[src/sv/tph_pkg.sv]
`timescale 1ns / 1ps
// Shared types, constants and CORDIC step for the tilt peak height block.
package tph_pkg;

  localparam int QUEUE_DEPTH = 2;
  localparam logic [4:0] CORDIC_LAST = 5'd29;
  localparam logic [4:0] SQRT_LAST = 5'd31;

  localparam logic [12:0] ANGLE_LIMIT = 13'd5760;
  localparam logic [28:0] DEG64_TO_RAD_Q40 = 29'd299845282;
  localparam logic signed [33:0] GAIN_Q30 = 34'sd652032874;
  localparam logic signed [33:0] ONE_Q30 = 34'sd1073741824;
  localparam logic [8:0] TILT_MAX = 9'd314;
  localparam logic [7:0] HEIGHT_MAX = 8'd250;
  // code * 2^30 / 200 = code * floor(2^27/25) + floor(3 * code / 25)
  localparam logic [22:0] CODE_TO_Q30_INT = 23'd5368709;
  localparam logic [11:0] CODE_TO_Q30_FRAC = 12'd3933;

  typedef logic signed [33:0] cval_t;

  typedef struct packed {
    cval_t x;
    cval_t y;
    cval_t z;
  } cstate_t;

  typedef struct packed {
    logic [30:0] roll;
    logic [30:0] pitch;
  } angle_pair_t;

  typedef struct packed {
    logic full;
    logic empty;
  } q_status_t;

  function automatic logic [29:0] atan_q30(input logic [4:0] i);
    logic [29:0] r;
    case (i)
      5'd0: r = 30'd843314856;
      5'd1: r = 30'd497837829;
      5'd2: r = 30'd263043836;
      5'd3: r = 30'd133525158;
      5'd4: r = 30'd67021686;
      5'd5: r = 30'd33543515;
      5'd6: r = 30'd16775850;
      5'd7: r = 30'd8388437;
      5'd8: r = 30'd4194282;
      5'd9: r = 30'd2097149;
      default: r = 30'((31'd1 << (5'd30 - i)) - 31'd1);
    endcase
    return r;
  endfunction

  // One micro-rotation; vec selects vectoring (drive y to zero) over rotation.
  function automatic cstate_t cordic_step(input cstate_t s, input logic [4:0] i,
                                          input logic vec);
    cstate_t r;
    cval_t tx;
    cval_t ty;
    cval_t dx;
    cval_t dy;
    cval_t a;
    logic cw;
    tx = s.x;
    ty = s.y;
    dx = ty >>> i;
    dy = tx >>> i;
    a = $signed({4'b0, atan_q30(i)});
    if (vec) begin
      cw = !ty[33] && (ty != '0);
    end else begin
      cw = s.z[33];
    end
    if (cw) begin
      r.x = tx + dx;
      r.y = ty - dy;
      r.z = s.z + a;
    end else begin
      r.x = tx - dx;
      r.y = ty + dy;
      r.z = s.z - a;
    end
    return r;
  endfunction

endpackage

[src/sv/tph_queue.sv]
`timescale 1ns / 1ps
// Short queue of converted angle pairs between front and back.
module tph_queue (
  input  logic                     clk,
  input  logic                     rst,
  input  logic                     push,
  input  tph_pkg::angle_pair_t     push_data,
  input  logic                     pop,
  output tph_pkg::angle_pair_t     pop_data,
  output tph_pkg::q_status_t       status
);

  localparam int PW = $clog2(tph_pkg::QUEUE_DEPTH);
  localparam int CW = $clog2(tph_pkg::QUEUE_DEPTH + 1);

  tph_pkg::angle_pair_t mem [tph_pkg::QUEUE_DEPTH];
  logic [PW-1:0] wr_ptr;
  logic [PW-1:0] rd_ptr;
  logic [CW-1:0] count;

  assign status.full = (count == CW'(tph_pkg::QUEUE_DEPTH));
  assign status.empty = (count == '0);
  assign pop_data = mem[rd_ptr];

  always_ff @(posedge clk) begin
    if (rst) begin
      wr_ptr <= '0;
      rd_ptr <= '0;
      count <= '0;
    end else begin
      if (push) begin
        wr_ptr <= wr_ptr + 1'b1;
      end
      if (pop) begin
        rd_ptr <= rd_ptr + 1'b1;
      end
      if (push && !pop) begin
        count <= count + 1'b1;
      end else if (pop && !push) begin
        count <= count - 1'b1;
      end
    end
  end

  always_ff @(posedge clk) begin
    if (push) begin
      mem[wr_ptr] <= push_data;
    end
  end

endmodule

[config.mk]
export PLATFORM = sky130hd
export DESIGN_NAME = tph_queue
export DESIGN_NICKNAME = d
export VERILOG_FILES = /design/src/sv/tph_pkg.sv /design/src/sv/tph_queue.sv
export SDC_FILE = /design/constraint.sdc
export NUM_CORES = 1
export LEC_CHECK = 0
export BUFFER_PORTS_ARGS = -buffer_cell sky130_fd_sc_hd__buf_4
export CAP_MARGIN = 0
export CELL_PAD_IN_SITES_DETAIL_PLACEMENT = 1
export CELL_PAD_IN_SITES_GLOBAL_PLACEMENT = 2
export CORE_ASPECT_RATIO = 1.25
export CORE_MARGIN = 2
export CORE_UTILIZATION = 38
export DETAILED_ROUTE_END_ITERATION = 8
export PLACE_DENSITY = 0.89
export SYNTH_ARGS = -nofsm -noshare
export SYNTH_HDL_FRONTEND = slang
export SYNTH_SLANG_ARGS = --single-unit
[constraint.sdc]
create_clock -name clk -period 4.2 [get_ports clk]
set_input_delay 0.21 -clock clk [delete_from_list [all_inputs] [get_ports clk]]
set_output_delay 0.21 -clock clk [all_outputs]
set_load 0.05 [all_outputs]
==> results of run 1 <==
[state kept, by name (all words and copies together), names as in the netlist, named ones only]
name,flops
count,2
wr_ptr,1
mem,124
rd_ptr,1
[worst max-delay path by stage]
stage	slack, ns	startpoint	end
after floorplan	0.62	wr_ptr$_SDFFE_PP0P_	mem[0][0]$_DFFE_PP_
after global placement	2.00	flip-flop	pop_data[31]
after detailed placement	1.93	flip-flop	pop_data[32]
after CTS	1.49	flip-flop	pop_data[32]
after global routing	1.41	flip-flop	pop_data[32]
final	1.58	flip-flop	pop_data[6]
[power groups by stage]
stage	logic (mW)	registers (mW)	clock network (mW)
after global placement	0.560	1.56	0
after detailed placement	0.570	1.57	0
after global routing	0.649	1.55	1.37
after CTS	0.621	1.54	1.33
after floorplan	0.401	1.55	0
final	0.620	1.54	1.30
[cells in the mapped netlist, drive strengths merged]
cell type	instances	area share
ha	1	0.0027
inv	1	0.00080
xnor2	2	0.0037
mux2	62	0.15
and2b	1	0.0019
nor2b	1	0.0013
edfxtp	124	0.79
xor2	2	0.0037
nor2	5	0.0040
and2	1	0.0013
buf	7	0.015
a21oi	1	0.0011
or3	1	0.0013
dfxtp	5	0.021
o21ai	1	0.0011
[layout make-up]
type	count	area (sq um)	area share
sequential	129	3820	0.546
clock buffer	19	433	0.0618
antenna	1	2.50	0.000357
timing repair buffer	196	1630	0.233
multi-input combinational	78	811	0.116
clock inverter	13	96.3	0.0138
tap	164	205	0.0293
inverter	1	3.75	0.000536
[kinds of logic (layout without fill, tap and decap cells)]
logic type,after synthesis,after routing,share of synthesized area
other,0,1,0
adder cells (fa/ha/maj),1,1,0.00266
buffers and inverters,8,229,0.0162
AND/OR/NAND/NOR,9,9,0.00985
AO/OA/AOI/OAI,2,2,0.00213
flip-flops,129,129,0.813
multiplexers,62,62,0.148
XOR/XNOR,4,4,0.00745
[critical path, delay by kind of cell, from the launching register on]
family,cells,cell delay [ns]
muxes,1,0.36
DFF,1,1.10
buffers and inverters,2,0.53
[per-layer routing]
| metal | vias up | global-route usage | part of all wire | wire (um) |
|---|---|---|---|---|
| met2 | 90 | 0.283 | 0.56 | 5630 |
| li1 | 1265 | - | - | - |
| met4 | 0 | 0.0604 | 0.014 | 145 |
| met3 | 13 | 0.0516 | 0.061 | 614 |
| met5 | - | 0 | 0 | 0 |
| met1 | 1326 | 0.166 | 0.37 | 3720 |
[timing repair]
action	in CTS	in global routing
setup endpoints to repair	0	0
hold endpoints to repair	129	0
hold buffers	63	0
[per-stage QoR]
step	util	std cells	worst slack, ns	hold WS, ns	instance area (sq um)
after CTS	0.579	600	1.49	0.0732	7000
final	0.579	601	1.58	0.0858	7010
after floorplan	-	215	0.625	0.279	4700
after global placement	0.483	505	2.00	0.395	5840
after detailed placement	0.483	505	1.93	0.398	5840
after global routing	0.579	600	1.41	0.110	7000
==> flow_metrics.tcl, run 1 <==
set metrics [dict create \
    outcome "completed" \
    arrival_ns 2.41 \
    drt-initial-drc-count 63 \
    layout_commonest_cell "buf_4" \
    pwr-share-clk 0.375 \
    grt_pass1_vias 3018 \
    h-tree-depth 4 \
    combPwrFrac 0.179 \
    path_max_fanout 46 \
    vias 2694 \
    wl_per_cell_um 16.8 \
    min_from "push" \
    row_count 45 \
    syn2layout_area_growth_pct 49.0 \
    antenna_left 0 \
    fillers 1116 \
    path_common_cell "buf_4" \
    dieArea_sq_um 13300 \
    pin_count 130 \
    routed_wl_um 10100 \
    finalHoldViolCount 0 \
    seq_area_frac_synth 0.813 \
    timing.rr.start "wr_ptr$_SDFFE_PP0P_" \
    grt_max_degree 47 \
    postCtsResizedCells 0 \
    worst_pin_slew_ns 1.16 \
    cts_root_buffer "clkbuf_16" \
    power_mw 3.46 \
    seqPwrFrac 0.446 \
    r2r.worst_path.cells 2 \
    synth_warnings 0 \
    avgSynthCellArea_sq_um 21.9 \
    cts_buffers 17 \
    ir_drop_uv 323 \
    coreArea_sq_um 12100 \
    yosys_register_bits 129 \
    power_leakage_nw 2.65 \
    start_util 0.388 \
    synth.distinct_cells 16 \
    post_cts_buffers 0 \
    hold_end "wr_ptr$_SDFFE_PP0P_" \
    period_share 0.624 \
    cellPowerDensity_nw_per_um2 494 \
    ff2ff_setup_slack_ns 2.10 \
    port_buffers 129 \
    grt_pass1_wl_um 15100 \
    viasPerCell 4.48 \
    cts_tree "done" \
    final-max-slew-violation-count 0 \
    worstPathCellList "buf_4 > mux2_2 > buf_4" \
    cts_buffer_depth 2 \
    globalplace.congestion 0.661 \
    fin_setup_tns_ns 0 \
    setup_viol_count_final 0 \
    synthesis.area_sq_um 4700 \
    syn_nets 282 \
    final_cell_mix "buf_4, edfxtp_1, dlygate4sd3_1, mux2_2, clkbuf_16" \
    p_int_mw 2.54 \
    p_switching_uw 915 \
    slew-limit-headroom 0.224 \
    maxCapViolCount 0 \
    cts.sinks 129 \
    period_needed_ns 2.62 \
    slowest_delay_ns 1.10 \
    syn_inst 215 \
    swShare 0.265 \
    min_path_cells 3 \
    grtUsageTotal 0.156 \
    path_clk_slew_ns 0.05 \
    r2r-end "mem[0][48]$_DFFE_PP_" \
    dr.pass1.iters 6 \
    fmax_ghz 0.382 \
    layout.nets 490 \
    required_ns 3.99 \
    hold_class "input pin to flip-flop" \
    die_h_um 128 \
    rsz0062_at_grt "false" \
    hpwl_um 5890 \
    slowest_stage "dfxtp_2" \
    overflow 0 \
    drive_gt1_frac 0.516 \
    antenna_found_initial 0 \
    crit_type "flip-flop to primary output" \
    finalClockSkew_ns 0.00694 \
    die_w_um 103 \
    clock_latency_ns 0.39 \
    drc_errors 0 \
    crit_path_end_kind "primary output" \
    worst_setup_path_start_kind "flip-flop" \
]
(Power assumes the default switching activity.)
==> run 2, diff against run 1 <==
Settings changed: CORE_UTILIZATION 38 to 34, PLACE_DENSITY 0.89 to 0.85.
Clock period 4.2 ns to 2.2 ns, I/O delays scaled along.
==> run 2 against run 1 <==
Effect of this change:
- hold slack gained 0.12 ns
- global-route usage shrank 1.4 points
- clock skew grew 0.0017 ns
- cell count grew 2.2%
- largest power group unchanged
- critical endpoint is now pop_data[18]
- flip-flop and latch count is the same
==> flow_metrics.tcl, run 2 (synthesis results as in run 1) <==
set metrics [dict create \
    path_max_fanout 38 \
    path_clk_slew_ns 0.06 \
    r2r.worst_path.cells 2 \
    r2r-end "mem[1][17]$_DFFE_PP_" \
    cts_tree "done" \
    drive_gt1_frac 0.522 \
    pin_count 130 \
    antenna_left 0 \
    die_w_um 109 \
    final_cell_mix "buf_4, edfxtp_1, dlygate4sd3_1, mux2_2, clkbuf_16" \
    clock_latency_ns 0.40 \
    drt-initial-drc-count 79 \
    layout_commonest_cell "buf_4" \
    seqPwrFrac 0.424 \
    combPwrFrac 0.179 \
    cts.sinks 129 \
    required_ns 2.09 \
    rsz0062_at_grt "false" \
    place_inst 518 \
    crit_type "flip-flop to primary output" \
    row_count 48 \
    fin_setup_tns_ns 0 \
    fin_cells 614 \
    timing.rr.start "wr_ptr$_SDFFE_PP0P_" \
    min_from "push" \
    outcome "completed" \
    antenna_found_initial 0 \
    finalHoldViolCount 0 \
    design_area_sq_um 7110 \
    pwr-share-clk 0.397 \
    crit_path_end_kind "primary output" \
    ff2ff_setup_slack_ns 0.75 \
    period_share 0.867 \
    cts_buffers 17 \
    wl_per_cell_um 16.6 \
    finalClockSkew_ns 0.00860 \
    worst_pin_slew_ns 0.606 \
    coreArea_sq_um 13700 \
    setup_viol_count_final 0 \
    globalplace.congestion 0.664 \
    layout.nets 494 \
    port_buffers 129 \
    cts_root_buffer "clkbuf_16" \
    ir_drop_uv 434 \
    hpwl_um 6190 \
    largest_register_ffs 124 \
    start_util 0.343 \
    syn2layout_area_growth_pct 51.2 \
    final-max-slew-violation-count 0 \
    p_int_mw 5.10 \
    hold_end "count[0]$_SDFFE_PP0P_" \
    period_needed_ns 1.91 \
    swShare 0.256 \
    place_area_sq_um 5880 \
    grtUsageTotal 0.143 \
    cellPowerDensity_nw_per_um2 964 \
    routed_wl_um 10200 \
    worst_setup_path_start_kind "flip-flop" \
    grt_pass1_wl_um 15500 \
    antenna_cells 0 \
    slew-limit-headroom 0.596 \
    reg.largest.list "mem (124), count (2)" \
    fmax_ghz 0.524 \
    drc_errors 0 \
    viasPerCell 4.42 \
    p_switching_mw 1.76 \
    maxCapViolCount 0 \
    dieArea_sq_um 14800 \
    cts_buffer_depth 2 \
    dr.pass1.iters 4 \
    postCtsResizedCells 0 \
    min_path_cells 4 \
    arrival_ns 1.80 \
    power_leakage_nw 2.70 \
    die_h_um 135 \
    regMostFlops "mem" \
    vias 2715 \
    overflow 0 \
    hold_class "input pin to flip-flop" \
    grt_max_degree 49 \
    grt_pass1_vias 3002 \
    h-tree-depth 4 \
]
[run 2: cell type report]
cell class	count	area (sq um)
Tap cell	175	219
Multi-Input combinational cell	78	811
Timing Repair Buffer	200	1680
Clock buffer	19	433
Clock inverter	12	143
Sequential cell	129	3820
Inverter	1	3.75
Fill cell	1300	6580
[run 2: timing repair]
item                                   4_1_cts  5_1_grt
buffers inserted                             0        0
hold buffers                                65        0
endpoints found under the hold margin      129        0
[run 2: power groups by stage]
stage | Clock (mW) | Combinational [mW] | Sequential (mW)
detailed placement | 0 | 1.14 | 2.96
global placement | 0 | 1.12 | 2.95
floorplan | 0 | 0.767 | 2.94
CTS | 2.79 | 1.24 | 2.91
finish | 2.72 | 1.23 | 2.91
global route | 2.89 | 1.29 | 2.92
[run 2: worst max-delay path by stage]
stage | cells after the start | start | slack [ns] | end
final | 3 | flip-flop | 0.29 | pop_data[18]
after global routing | 3 | flip-flop | 0.19 | pop_data[13]
after CTS | 3 | flip-flop | 0.24 | pop_data[18]
after detailed placement | 3 | flip-flop | 0.68 | pop_data[18]
after global placement | 3 | flip-flop | 0.71 | pop_data[18]
after floorplan | 1 | wr_ptr$_SDFFE_PP0P_ | 0.51 | mem[0][0]$_DFFE_PP_
[run 2: through the flow]
stage / hold WS, ns / utilization / worst slack [ns] / power [mW]
CTS: 0.194 / 0.519 / 0.238 / 6.94
detailed placement: 0.298 / 0.430 / 0.680 / 4.09
global route: 0.258 / 0.519 / 0.188 / 7.10
floorplan: 0.179 / - / 0.513 / 3.71
global placement: 0.295 / 0.430 / 0.709 / 4.06
finish: 0.208 / 0.519 / 0.293 / 6.85
[run 2: critical path, cell delays in order (launching register included)]
cell and delay [ns]:
dfxtp_2 0.32, buf_4 0.42, mux2_2 0.42, buf_4 0.19
[run 2: per-layer routing]
metal | track usage | vias to the layer above | part of all wire
li1 | - | 1268 | -
met1 | 0.157 | 1353 | 0.38
met2 | 0.253 | 84 | 0.56
met3 | 0.0409 | 10 | 0.044
met4 | 0.0640 | 0 | 0.014
met5 | 0 | - | 0
