<file path="config.mk">
export PLATFORM = sky130hd
export DESIGN_NAME = tph_front
export DESIGN_NICKNAME = d
export VERILOG_FILES = /design/src/sv/tph_pkg.sv /design/src/sv/tph_front.sv
export SDC_FILE = /design/constraint.sdc
export NUM_CORES = 1
export LEC_CHECK = 0
export BUFFER_PORTS_ARGS = -buffer_cell sky130_fd_sc_hd__buf_2
export CAP_MARGIN = 20
export CORE_ASPECT_RATIO = 0.8
export CORE_MARGIN = 1
export CORE_UTILIZATION = 53
export DETAILED_ROUTE_END_ITERATION = 8
export GPL_TIMING_DRIVEN = 0
export HOLD_SLACK_MARGIN = 0.12
export PLACE_DENSITY = 0.72
export SETUP_SLACK_MARGIN = 0.02
export SLEW_MARGIN = 20
export SYNTH_ARGS = -nofsm -noshare
export SYNTH_HDL_FRONTEND = slang
export SYNTH_SLANG_ARGS = --single-unit
</file>
<file path="constraint.sdc">
create_clock -name clk -period 24.6 [get_ports clk]
set_clock_uncertainty 0.05 [all_clocks]
set_input_delay 0 -clock clk [delete_from_list [all_inputs] [get_ports clk]]
set_output_delay 0 -clock clk [all_outputs]
set_load 0.1 [all_outputs]
</file>
<file path="src/sv/tph_pkg.sv">
`timescale 1ns / 1ps
// Shared types, constants and CORDIC step for the tilt peak height block.
package tph_pkg;

  localparam int QUEUE_DEPTH = 2;
  localparam logic [4:0] CORDIC_LAST = 5'd29;
  localparam logic [4:0] SQRT_LAST = 5'd31;

  localparam logic [12:0] ANGLE_LIMIT = 13'd5760;
  localparam logic [28:0] DEG64_TO_RAD_Q40 = 29'd299845282;
  localparam logic signed [33:0] GAIN_Q30 = 34'sd652032874;
  localparam logic signed [33:0] ONE_Q30 = 34'sd1073741824;
  localparam logic [8:0] TILT_MAX = 9'd314;
  localparam logic [7:0] HEIGHT_MAX = 8'd250;
  // code * 2^30 / 200 = code * floor(2^27/25) + floor(3 * code / 25)
  localparam logic [22:0] CODE_TO_Q30_INT = 23'd5368709;
  localparam logic [11:0] CODE_TO_Q30_FRAC = 12'd3933;

  typedef logic signed [33:0] cval_t;

  typedef struct packed {
    cval_t x;
    cval_t y;
    cval_t z;
  } cstate_t;

  typedef struct packed {
    logic [30:0] roll;
    logic [30:0] pitch;
  } angle_pair_t;

  typedef struct packed {
    logic full;
    logic empty;
  } q_status_t;

  function automatic logic [29:0] atan_q30(input logic [4:0] i);
    logic [29:0] r;
    case (i)
      5'd0: r = 30'd843314856;
      5'd1: r = 30'd497837829;
      5'd2: r = 30'd263043836;
      5'd3: r = 30'd133525158;
      5'd4: r = 30'd67021686;
      5'd5: r = 30'd33543515;
      5'd6: r = 30'd16775850;
      5'd7: r = 30'd8388437;
      5'd8: r = 30'd4194282;
      5'd9: r = 30'd2097149;
      default: r = 30'((31'd1 << (5'd30 - i)) - 31'd1);
    endcase
    return r;
  endfunction

  // One micro-rotation; vec selects vectoring (drive y to zero) over rotation.
  function automatic cstate_t cordic_step(input cstate_t s, input logic [4:0] i,
                                          input logic vec);
    cstate_t r;
    cval_t tx;
    cval_t ty;
    cval_t dx;
    cval_t dy;
    cval_t a;
    logic cw;
    tx = s.x;
    ty = s.y;
    dx = ty >>> i;
    dy = tx >>> i;
    a = $signed({4'b0, atan_q30(i)});
    if (vec) begin
      cw = !ty[33] && (ty != '0);
    end else begin
      cw = s.z[33];
    end
    if (cw) begin
      r.x = tx + dx;
      r.y = ty - dy;
      r.z = s.z + a;
    end else begin
      r.x = tx - dx;
      r.y = ty + dy;
      r.z = s.z - a;
    end
    return r;
  endfunction

endpackage

</file>
<file path="src/sv/tph_front.sv">
`timescale 1ns / 1ps
// Front end: takes requests, folds angles to magnitudes and converts to Q30 radians.
module tph_front (
  input  logic                     clk,
  input  logic                     rst,
  input  logic                     in_valid,
  output logic                     in_ready,
  input  logic signed [13:0]       roll_angle,
  input  logic signed [13:0]       pitch_angle,
  input  tph_pkg::q_status_t       q_status,
  output logic                     push,
  output tph_pkg::angle_pair_t     push_data
);

  logic        stage_valid;
  logic [13:0] stage_roll;
  logic [13:0] stage_pitch;

  function automatic logic [30:0] to_q30(input logic [13:0] raw);
    logic [13:0] mag;
    logic [12:0] sat;
    logic [41:0] prod;
    mag = raw[13] ? 14'(15'h4000 - {1'b0, raw}) : raw;
    sat = (mag > {1'b0, tph_pkg::ANGLE_LIMIT}) ? tph_pkg::ANGLE_LIMIT : mag[12:0];
    prod = {29'd0, sat} * {13'd0, tph_pkg::DEG64_TO_RAD_Q40};
    return prod[40:10];
  endfunction

  assign push = stage_valid && !q_status.full;
  assign in_ready = !stage_valid || !q_status.full;
  assign push_data.roll = to_q30(stage_roll);
  assign push_data.pitch = to_q30(stage_pitch);

  always_ff @(posedge clk) begin
    if (rst) begin
      stage_valid <= 1'b0;
    end else if (in_ready) begin
      stage_valid <= in_valid;
    end
  end

  always_ff @(posedge clk) begin
    if (in_valid && in_ready) begin
      stage_roll <= roll_angle;
      stage_pitch <= pitch_angle;
    end
  end

endmodule

</file>
==> flow_summary.toml, run 1 <==
[detailed_routing]
vias = 9447
ant_nets = 0
first_iter_violations = 604
drt-total-wl_microns = 29400
avgRoutedWirePerCell_microns = 16.4
firstDrtPassIters = 5
viasPerCell = 5.28
route.detailed.drc = 0

[clock_tree]
htree_levels = 2
cts_root_buf = "clkbuf_16"
cts_buffers = 5
cts_tree = "yes"
clk_latency_ps = 270
path_clk_slew_ps = 50
cts_num_sinks = 29
clockBufferDepth = 2

[timing]
post-route-period-util = 0.407
maxSlewViolCount = 0
grt_setup_unrepaired = "false"
maxSlewHeadroom = 0.372
tightestPinTransition_ps = 932
hold_viol = 0
setup_viol = 0
max_freq_ghz = 0.100
post-route-min-period_ps = 10000
timing.setup.tns_ps = 0

[logic_synthesis]
dominantRegCellSynth = "edfxtp_1"
async_reset_ff_frac = 0
synth_area_leaders = "fa_1 33%, ha_1 23%, inv_1 11%"
synth-compound-area-share = 0.102
yosysTopAreaCellShare = 0.327
seq_area_frac_synth = 0.0678
yosysUniqueCellTypes = 81
synth-edff-count = 28
postSynthCellCount = 1343
synth_top_family_by_area = "adder cells"
synth_mux_area_frac = 0.00315
yosysTopAreaCell = "fa_1"
syn-num-nets = 1820
synthAdderAreaFrac = 0.560
synthXorXnorAreaFrac = 0.0594
synth-simple-area-share = 0.0881
synth-warning-count = 0
ys_seq_elements = 29
syn_area_sq_mm = 0.0127
avgSynthCellArea_sq_um = 9.45

[critical_path]
critPathLaunch = "stage_roll[0]"
cpPeakStageDelay_ps = 640
cp_data_required_time_ps = 24550
rrSetupSlack_ps = 23220
worst-path-max-fanout = 9
worstSetupPathType = "reg -> out"
rr_worst_depth = 2
reg2reg_to = "stage_roll[11]"
r2r-start = "stage_valid"
critPathLaunchType = "flop"
endpoint_kind = "primary output"
cp_common_cell = "inv_1"
critPathCapture = "push_data[60]"
slowest_stage = "nor4b_1"
cp.arrival_ps = 9950

[floorplanning]
ioPinCount = 97
floorplan.initialDensity = 0.541
die_w_microns = 175
die_h_microns = 140
placementRows = 50
core_sq_mm = 0.0235
dieArea_sq_mm = 0.0246

[placed_design]
dpl.hpwl_microns = 25700
numPortBuffers = 95
gp_congestion = 0.957

[finish]
drive_gt1_frac = 0.0976
fin_nets = 1952
antenna_cells = 0
ff_latch_area_sq_um = 861
filler_cell_count = 2022
multi_input_area_sq_mm = 0.0103
syn2layout_area_growth_pct = 10.3

[outcome]
run_status = "complete, no violations"

[worst_hold_path]
hold_depth = 3
hold_path_class = "in -> out"

[job]
drv_cap = 0

[global_route]
grt_max_degree = 29
grt-ovfl-total = 0
antenna_found_initial = 0
grt_pass1_wl_microns = 48800
grtUsageTotal = 0.251
grt_pass1_vias = 9476
[cells in the final DEF, fill, tap and decap left out, types with 3 or more instances in the layout]
cell,n
nor3_1,14
inv_1,385
or2_2,10
o21a_1,8
and4_1,4
fa_1,207
o31ai_1,5
nor2b_1,4
a211oi_1,4
buf_2,95
or3_1,7
o221ai_1,3
xor2_1,35
nand2_1,45
dlygate4sd3_1,30
nand3_1,16
a21o_1,35
clkbuf_1,4
and2_1,7
nor2_1,47
clkbuf_16,5
buf_4,3
nand2b_1,16
nand4_1,12
xnor2_1,51
o21ai_0,19
and3_1,4
edfxtp_1,28
mux2i_1,4
or4_1,5
a31oi_1,3
a21oi_1,44
o21bai_1,9
ha_1,237
[timing repair]
| action | CTS | global route |
|---|---|---|
| setup buffers | 0 | 0 |
| hold endpoints to repair | 29 | 0 |
| hold buffers | 30 | 0 |
| gates resized for setup | 0 | 0 |
[worst min path at each step]
| stage | startpoint | end | slack (ps) |
|---|---|---|---|
| after floorplan | rst | stage_valid | 20 |
| after global placement | rst | stage_valid | 110 |
| after detailed placement | rst | stage_valid | 110 |
| after CTS | q_status[1] | push | 370 |
| after global routing | pitch_angle[1] | stage_pitch[1] | 390 |
| final | q_status[1] | push | 380 |
[layer usage]
layer | wire length (microns) | track usage
met1 | 15000 | 0.396
met4 | 178 | 0.0229
met3 | 2550 | 0.0578
met2 | 11700 | 0.359
met5 | 0 | 0
[Yosys cell counts (5+ instances only)]
library cell / count
o21bai_1: 9
a21o_1: 35
nand2b_1: 16
nand3_1: 16
or3_1: 7
fa_1: 207
ha_1: 237
inv_1: 385
nand4_1: 12
edfxtp_1: 28
nor3_1: 14
xnor2_1: 51
o21a_1: 8
and2_1: 8
a21oi_1: 44
or4_1: 5
o31ai_1: 5
or2_2: 10
xor2_1: 35
o21ai_0: 19
nand2_1: 45
nor2_1: 47
[worst max-delay path, delay by kind of cell (launching register included)]
kind / cells / cell delay [ps]
xor gates and xnor gates: 2 / 330
buffers and inverters: 8 / 1060
and+or+nand+nor: 4 / 1360
AOI/OAI and AO/OA: 10 / 3180
adders and majority gates: 7 / 3270
DFF: 1 / 460
[sequential cells by signal (all words and copies together) (netlist names)]
name	count
stage_pitch	14
stage_roll	14
stage_valid	1
[area by class of cell]
cell class | instances | area share
flip-flops and latches | 29 | 0.0615
clock buffers | 5 | 0.00894
repair buffers | 125 | 0.0554
plain buffers | 10 | 0.00474
multi-input cells | 919 | 0.737
clock inverters | 3 | 0.000894
well taps | 312 | 0.0279
inverters | 385 | 0.103
[through the flow]
| stage | utilization | worst slack (ps) | cell area, sq um | std cells | hold WS [ps] |
|---|---|---|---|---|---|
| 6_report | 0.597 | 14600 | 14000 | 1788 | 376 |
| 5_1_grt | 0.597 | 13710 | 14000 | 1788 | 386 |
| 4_1_cts | 0.597 | 14560 | 14000 | 1788 | 373 |
| 3_5_place_dp | 0.578 | 14910 | 13600 | 1750 | 110 |
| 3_3_place_gp | 0.578 | 15030 | 13600 | 1750 | 109 |
| 2_1_floorplan | - | 14830 | 12700 | 1343 | 22.4 |
[cells by family after synthesis]
| kind of cell | count (synthesis) |
|---|---|
| multiplexers | 4 |
| adder cells (fa/ha/maj) | 444 |
| AND/OR/NAND/NOR | 210 |
| other | 1 |
| flip-flops | 29 |
| AO/OA/AOI/OAI | 174 |
| XOR/XNOR | 86 |
| buffers and inverters | 395 |
Power of run 1 is not shown: default switching activity piles up to over one toggle a cycle in this logic, so the estimate is an artifact.
==> run 2, diff against run 1 <==
Settings changed: ABC_AREA set to 1, PLACE_DENSITY 0.72 to 0.71.
Clock period 24.6 ns to 9.6 ns, I/O delays scaled along.
==> run 2 against run 1 <==
Utilization grew 0.11 points. Critical path type unchanged. Via count grew 24%. Routed wire length grew 25%. Worst setup slack lost 13000 ps. Count of clock-buffer cells in the layout is the same. Sequential cell count is the same. Highest routed layer unchanged. Die area grew 8.6%. Synthesized cell count grew 29%. Sequential share of layout area shrank 0.49 points.
==> flow_summary.toml, run 2 <==
[timing]
maxSlewHeadroom = 0.209
maxSlewViolCount = 0
tightestPinTransition_ps = 1190
grt_setup_unrepaired = "false"
timing.setup.tns_ps = 0
hold_viol = 0
max_freq_ghz = 0.119
post-route-period-util = 0.875
setup_viol = 0
post-route-min-period_ps = 8400
worst_slack_ps = 1200

[global_route]
grt-ovfl-total = 0
antenna_found_initial = 0
grt_max_degree = 22
grtUsageTotal = 0.288
grt_pass1_wl_microns = 60200
grt_pass1_vias = 11700

[logic_synthesis]
yosysTopAreaCellShare = 0.300
dominantRegCellSynth = "edfxtp_1"
synth-edff-count = 28
avgSynthCellArea_sq_um = 7.94
postSynthCellCount = 1736
syn_area_sq_mm = 0.0138
ys_seq_elements = 29
yosysTopAreaCell = "fa_1"
yosysUniqueCellTypes = 52
synth-warning-count = 0
syn-num-nets = 2213
async_reset_ff_frac = 0
seq_area_frac_synth = 0.0624
yosysMostFrequentCell = "inv_1"
synth_area_leaders = "fa_1 30%, ha_1 22%, inv_1 13%"
synthTopCellsByCount = "471 x inv_1, 264 x nand2_1, 237 x ha_1, 207 x fa_1, 114 x nor2_1"

[detailed_routing]
avgRoutedWirePerCell_microns = 16.5
route.detailed.drc = 0
drt-total-wl_microns = 36600
ant_nets = 0
firstDrtPassIters = 5
vias = 11700
viasPerCell = 5.26
first_iter_violations = 865

[placed_design]
dpl_worst_slack_ps = 1740
placedCellCount = 2184
dpl.hpwl_microns = 31900
numPortBuffers = 95
gp_congestion = 0.980

[floorplanning]
die_h_microns = 146
core_sq_mm = 0.0254
placementRows = 52
floorplan.initialDensity = 0.542
ioPinCount = 97
dieArea_sq_mm = 0.0267
die_w_microns = 182

[clock_tree]
htree_levels = 2
path_clk_slew_ps = 50
cts_root_buf = "clkbuf_16"
clockBufferDepth = 2
cts_buffers = 5
cts_resized = 0
cts_tree = "yes"
postCtsHoldBufs = 31
post_cts_buffers = 0
cts_num_sinks = 29
clk_latency_ps = 270

[critical_path]
endpoint_kind = "primary output"
cpPeakStageDelay_ps = 900
cp_data_required_time_ps = 9550
worst-path-max-fanout = 8
cp.arrival_ps = 8350
slowest_stage = "a21oi_1"
cp_common_cell = "nand2_1"
critPathLaunchType = "flop"
worst-path-buf-inv = 8
crit_family = "adder cells"
worstSetupPathType = "reg -> out"

[finish]
syn2layout_area_growth_pct = 10.3
filler_cell_count = 2331
antenna_cells = 0
fin_cells = 2223
mostFrequentLayoutCell = "inv_1"
top_regs = "stage_pitch: 14 flops, stage_roll: 14 flops, stage_valid: 1 flops"
layout_common_cells = "471 x inv_1, 264 x nand2_1, 237 x ha_1, 207 x fa_1, 114 x nor2_1"
drive_gt1_frac = 0.101
fin_nets = 2348

[worst_hold_path]
hold_path_class = "in -> reg"

[job]
drv_cap = 0

[outcome]
run_status = "complete, no violations"
==> run 2: cells by family after synthesis <==
group / after synthesis / share of synthesized area
buf+inv: 490 / 0.135
other cells: 1 / 0.000272
xor+xnor: 55 / 0.0349
simple gates: 529 / 0.171
flops: 29 / 0.0624
fa+ha+maj: 444 / 0.516
compound gates: 188 / 0.0807
==> run 2: worst paths after layout <==
path                            slack (ps)        endpoint           from  depth (start not counted)
worst max register to register        8280     stage_valid    stage_valid                          3
worst min register to register         650  stage_pitch[8]    stage_valid                          1
worst max-delay path                  1200   push_data[61]  stage_roll[0]                         34
worst min-delay path                   150  stage_pitch[8]       in_valid                          3
==> run 2: cell type report <==
class	count	area (sq um)	share of cell area
Multi-Input combinational cell	1217	11100	0.729
Inverter	484	1820	0.120
Sequential cell	29	861	0.0566
Timing Repair Buffer	128	821	0.0540
Tap cell	351	439	0.0289
Clock buffer	5	125	0.00823
Buffer	6	40.0	0.00263
Clock inverter	3	17.5	0.00115
==> run 2: per-layer routing <==
layer / routed length, microns / global-route usage / share of wire
met4: 323 / 0.0324 / 0.0088
met1: 18200 / 0.458 / 0.50
met2: 14100 / 0.397 / 0.39
met5: 0 / 0 / 0
met3: 3950 / 0.0736 / 0.11
==> run 2: worst min-delay path, stage by stage <==
cell and delay, ps:
buf_2 100, inv_1 100, a21oi_4 90
==> run 2: metrics by stage <==
| step | util | cell area [sq um] | hold slack, ps |
|---|---|---|---|
| after floorplan | - | 13800 | 19.1 |
| after global placement | 0.578 | 14700 | 111 |
| after detailed placement | 0.580 | 14800 | 116 |
| after CTS | 0.598 | 15200 | 140 |
| after global routing | 0.598 | 15200 | 187 |
| final | 0.598 | 15200 | 151 |
Power of run 2 is left out for the same reason.
